$ cat config.mk
export PLATFORM = sky130hd
export DESIGN_NAME = rct_controller
export DESIGN_NICKNAME = d
export VERILOG_FILES = /design/src/rtl/rct_pkg.sv /design/src/rtl/rct_controller.sv
export SDC_FILE = /design/constraint.sdc
export NUM_CORES = 1
export LEC_CHECK = 0
export BUFFER_PORTS_ARGS = -buffer_cell sky130_fd_sc_hd__clkbuf_2
export CORE_AREA = 2 2 39 41
export DETAILED_ROUTE_END_ITERATION = 10
export DIE_AREA = 0 0 41 43
export GPL_TIMING_DRIVEN = 0
export SYNTH_ARGS = -nofsm -noshare
export SYNTH_HDL_FRONTEND = slang
export SYNTH_SLANG_ARGS = --single-unit
$ cat constraint.sdc
create_clock -name clk -period 2.7 [get_ports clk]
set_input_delay 0.54 -clock clk [delete_from_list [all_inputs] [get_ports clk]]
set_output_delay 0.54 -clock clk [all_outputs]
set_load 0.03 [all_outputs]
$ cat src/rtl/rct_pkg.sv
// Shared types, constants and command codes of the ranked count table.
// No dependencies; every other file but the assertion header imports this package.
package rct_pkg;

  localparam int TABLE_SIZE = 256;
  localparam int IDX_W      = $clog2(TABLE_SIZE);

  localparam logic [2:0] CMD_ADD        = 3'd0;
  localparam logic [2:0] CMD_CLEAR      = 3'd1;
  localparam logic [2:0] CMD_SORT       = 3'd2;
  localparam logic [2:0] CMD_NEXT       = 3'd3;
  localparam logic [2:0] CMD_REWIND     = 3'd4;
  localparam logic [2:0] CMD_READ_COUNT = 3'd5;
  localparam logic [2:0] CMD_READ_LABEL = 3'd6;

  localparam logic signed [31:0] INT_TOP    = 32'sh7fff_ffff;
  localparam logic signed [31:0] INT_BOTTOM = 32'sh8000_0000;
  localparam logic signed [31:0] ITER_START = -32'sd1;
  localparam logic [31:0]        TOTAL_TOP  = 32'hffff_ffff;

  localparam logic [IDX_W-1:0] LAST_POS = IDX_W'(TABLE_SIZE - 1);

  typedef logic [IDX_W-1:0] rct_addr_t;

  typedef struct packed {
    logic [2:0]         command;
    logic [15:0]        entry_index;
    logic signed [31:0] add_amount;
  } request_t;

  typedef struct packed {
    logic signed [31:0] result_value;
    logic               accepted;
    logic [31:0]        saved_total;
    logic [31:0]        ignored_total;
  } result_t;

  typedef enum logic [2:0] {
    ST_INIT,
    ST_IDLE,
    ST_EXEC,
    ST_CLEAR,
    ST_KEY,
    ST_SCAN,
    ST_PLACE
  } rct_state_t;

  // Commands from the controller to the datapath.
  typedef struct packed {
    logic take;    // capture the request and read its entry
    logic commit;  // finish the request and load the result register
    logic fill;    // reset pass: write label = position, count = 0
    logic zero;    // clear pass: write count = 0
    logic key;     // sort: capture the entry being inserted
    logic shift;   // sort: move the compared entry down into the hole
    logic place;   // sort: drop the captured entry into the hole
  } rct_ctrl_t;

  // Status from the datapath to the controller.
  typedef struct packed {
    logic [2:0] cmd;
    logic       out_free;
    logic       pos_last;
    logic       less;
    logic       hole_one;
  } rct_status_t;

endpackage

$ cat src/rtl/rct_controller.sv
// Controller state machine of the ranked count table.
// Depends on rct_pkg for the state, command and status types.
module rct_controller import rct_pkg::*; (
  input  logic        clk,
  input  logic        rst,
  input  logic        in_valid,
  input  rct_status_t status,
  output logic        in_stall,
  output rct_ctrl_t   ctrl
);

  rct_state_t state, state_next;

  always_ff @(posedge clk) begin
    if (rst) begin
      state <= ST_INIT;
    end else begin
      state <= state_next;
    end
  end

  always_comb begin
    state_next = state;
    unique case (state)
      ST_INIT: begin
        if (status.pos_last) state_next = ST_IDLE;
      end
      ST_IDLE: begin
        if (in_valid) state_next = ST_EXEC;
      end
      ST_EXEC: begin
        if (status.out_free) begin
          if (status.cmd == CMD_CLEAR) begin
            state_next = ST_CLEAR;
          end else if (status.cmd == CMD_SORT) begin
            state_next = ST_KEY;
          end else begin
            state_next = ST_IDLE;
          end
        end
      end
      ST_CLEAR: begin
        if (status.pos_last) state_next = ST_IDLE;
      end
      ST_KEY: begin
        state_next = ST_SCAN;
      end
      ST_SCAN: begin
        if (status.less) begin
          if (status.hole_one) state_next = ST_PLACE;
        end else begin
          state_next = status.pos_last ? ST_IDLE : ST_KEY;
        end
      end
      ST_PLACE: begin
        state_next = status.pos_last ? ST_IDLE : ST_KEY;
      end
      default: state_next = ST_INIT;
    endcase
  end

  always_comb begin
    ctrl     = '0;
    in_stall = 1'b1;
    unique case (state)
      ST_INIT:  ctrl.fill = 1'b1;
      ST_IDLE: begin
        in_stall  = 1'b0;
        ctrl.take = in_valid;
      end
      ST_EXEC:  ctrl.commit = status.out_free;
      ST_CLEAR: ctrl.zero = 1'b1;
      ST_KEY:   ctrl.key = 1'b1;
      ST_SCAN: begin
        ctrl.shift = status.less;
        ctrl.place = !status.less;
      end
      ST_PLACE: ctrl.place = 1'b1;
      default: begin
        ctrl     = '0;
        in_stall = 1'b1;
      end
    endcase
  end

endmodule

* Word-level counts from Yosys, hierarchy flattened
Cells that the tools add are included.
Storage, ports and cells: bits in registers 3, input port bits 10, logic and storage cells 34
Operators by class: eq/ne operators 12, mux-type cells 17, reductions and logical operators 4
Operators with widths (number):
- 3-bit 2-to-1 mux | 8
- 3-bit one-hot mux with 6 select lines | 1
- 3-bit by 2-bit == test with 1-bit output (second input constant) | 3
- 3-bit == test (second input constant) | 3
- 1-bit 2-to-1 mux | 7
- 3-bit by 1-bit == test with 1-bit output (second input constant) | 2
- 2-bit inequality test (second input constant) | 2
- 4-bit AND reduction | 1
- 3-bit zero test | 1
- 3-bit inequality test (second input constant) | 1
- 2-bit by 1-bit inequality test with 1-bit output (second input constant) | 1
- 1-bit one-hot mux with 2 select lines | 1
- 2-bit OR reduction | 1
- 1-bit zero test | 1

* Logic depth before layout (Yosys ltp)
word-level depth 5, gate-level depth with buffers 6, mapped depth without buffers 4

* Least setup slack after synthesis
Ideal clock, no wire load.
path type register to output, start register state[0], end output port ctrl[6] (netlist name), arrival time 1.470 ns, setup slack 0.690 ns, stages on the path, launching flop included 6, buffers on the path 2, cells stage by stage dfxtp_1 -> buf_6 -> nor2b_4 -> buf_6 -> or2b_1 -> nor2_1
RTL lines:
- from (decl) | RTL line rct_controller.sv:12 | rct_state_t state, state_next;
- from (signal assigned) | RTL line rct_controller.sv:18 | state <= state_next;
- to (decl) | RTL line rct_controller.sv:9 | output rct_ctrl_t ctrl

==> results_dict.tcl <==
set metrics [dict create \
    status "finished, final reports clean" \
    nFillCells 156 \
    grt_pass1_vias 354 \
    grt_max_degree 11 \
    cts_buffers 3 \
    rr_startpoint "state[0]" \
    place_congestion 0.808 \
    syn_area_um2 340 \
    yosys_warnings 0 \
    dpl_cell_area_um2 445 \
    ir_worst_vdd_mv 0.259 \
    ys_types 25 \
    drt-pass1-iter-count 4 \
    syn_nets 59 \
    ant_nets 0 \
    drive_above_1_share_pct 32.9 \
    worst_pin_slew_ps 390 \
    wl_per_cell_um 11.2 \
    fin_area_um2 472 \
    min_period_ps 2100 \
    power_density_nw_per_um2 983 \
    antenna_cells 0 \
    multiInputGateArea_um2 235 \
    clk_pin_slew_ps 40 \
    die-area_um2 1760 \
    grt_pass1_wl_mm 1.41 \
    vias 429 \
    fin_nets 81 \
    yosysSeqAreaShare_pct 17.6 \
    cp-startpoint "state[2]" \
    slew_violations 0 \
    grt_usage_pct 11.7 \
    ys_top_cells_by_area "dfxtp_1 18%, nor2_1 7.7%, a31oi_1 7.4%, buf_6 6.6%, a311oi_1 5.1%" \
    cp-end-kind "primary output" \
    holdCritStartpoint "rst" \
    async_flop_share_pct 0 \
    synth_common_cells "7 x nor2_1, 4 x a31oi_1, 3 x clkbuf_1, 3 x dfxtp_1, 3 x inv_1" \
    worstPathRequired_ps 2160 \
    syn_inst 49 \
    p_leak_nw 0.218 \
    worstPathMaxFanout 10 \
    drv_cap 0 \
    fin_tns_setup_ps 0 \
    hold_slack_ps 524 \
    worst-endpoint-arrival_ps 1560 \
    largestRegisters "state (3)" \
    core_area_um2 1380 \
    rsz0062_at_grt "no" \
    rrSetupSlack_ps 1140 \
    clockBufferDepth 2 \
    crit_type "flop to primary output" \
    fmax_mhz 476 \
    drc_errors 0 \
    ys.flop_type "dfxtp_1" \
    r2r_end "state[0]" \
    synth_top_area_cell "dfxtp_1" \
    io_buffer_count 17 \
    fin_crit_sh_pct 77.9 \
    cts_resized 0 \
    htreeDepth 1 \
    hold_violations 0 \
    cts_hold_buf 0 \
    min_path_type "input pin to flop" \
    cts_tree "done" \
    num_rows 14 \
    crit_end "ctrl[1]" \
    pin_count 18 \
    startpoint_type "flop" \
    wl_um 961 \
    dr.first_iter.drc_count 4 \
    r2r_cells 6 \
    dp_hpwl_um 705 \
    antenna_found_initial 0 \
    clockRootBuffer "clkbuf_4" \
    final_util_pct 34.1 \
    syn_avg_cell_area_um2 6.95 \
    drt-vias-per-instance 4.99 \
    fin_skew_ps 3.68 \
    area_growth_syn_to_layout_pct 38.6 \
    yosys_register_bits 3 \
    dieWidth_um 41 \
    cts_setup_buffers 0 \
    cts_sinks 3 \
    yosysTopAreaCellShare_pct 17.6 \
    synth_edf_count 0 \
    slew_headroom_pct 74.0 \
    top_register "state" \
    largest_reg_flops 3 \
    clkLatencyLatePin_ps 240 \
    register_area_um2 60.1 \
    power_w 0.000464 \
    initial_core_util_pct 24.6 \
    grt-ovfl-total 0 \
    yosysMostFrequentCell "nor2_1" \
    die-height_um 43 \
    final-setup-viol-count 0 \
]
-- final cells by class --
type | instances | area share [%]
multi-input cells | 38 | 49.9
repair buffers | 17 | 18.0
flip-flops and latches | 3 | 12.7
plain buffers | 5 | 7.16
clock buffers | 4 | 5.57
well taps | 16 | 4.24
inverters | 3 | 2.39
-- worst min-delay path by stage --
| stage | endpoint | slack [ps] | depth (start not counted) |
|---|---|---|---|
| after global routing | state[2] | 520 | 2 |
| final | state[2] | 520 | 2 |
| after floorplan | state[0] | 550 | 2 |
| after CTS | state[2] | 520 | 2 |
| after global placement | state[0] | 590 | 2 |
| after detailed placement | state[0] | 590 | 2 |
-- power breakdown --
part	internal [W]	switching, W	total [W]
clock	0.0000557	0.0000285	0.0000842
sequential	0.0000589	0.0000103	0.0000692
combinational	0.000120	0.000190	0.000310
-- cell usage in the layout, fill, tap and decap left out --
master and count:
nor2_1 7, o32ai_1 1, nor2b_1 2, and3_1 1, o2bb2ai_1 2, nor3_1 2
nand2_1 2, a22oi_1 1, clkbuf_1 4, nand4b_1 1, nand2b_1 2, clkbuf_4 3
buf_6 2, nor2b_4 1, o21ai_0 2, inv_1 3, nand4_1 1, clkbuf_2 17
and2_1 1, or4_1 1, a2bb2oi_1 1, dfxtp_1 3, or2b_1 1, nand3_1 1
a31oi_1 4, a21oi_1 2, a311oi_1 2
-- per-stage QoR --
step | instances | worst slack, ps
after floorplan | 49 | 690
final | 86 | 598
after CTS | 86 | 610
after detailed placement | 82 | 876
after global placement | 82 | 876
after global routing | 86 | 485
-- cell families (layout without fill, tap and decap cells) --
family,Yosys count,count (layout),share of synthesized area (%)
simple gates,23,23,38.2
flops,3,3,17.6
compound gates,15,15,30.9
buf+inv,8,29,13.2
-- critical path: stages, from the launching register on --
cell      delay, ps
dfxtp_1         300
clkbuf_1        260
clkbuf_1        340
and3_1          220
clkbuf_2        200
-- metal layers --
layer / global-route usage [%] / share of wire [%]
met1: 15.7 / 48
met2: 14.4 / 41
met3: 6.81 / 9.2
met4: 6.00 / 2.2
met5: 0 / 0
Power figures use the tool's default switching activity.
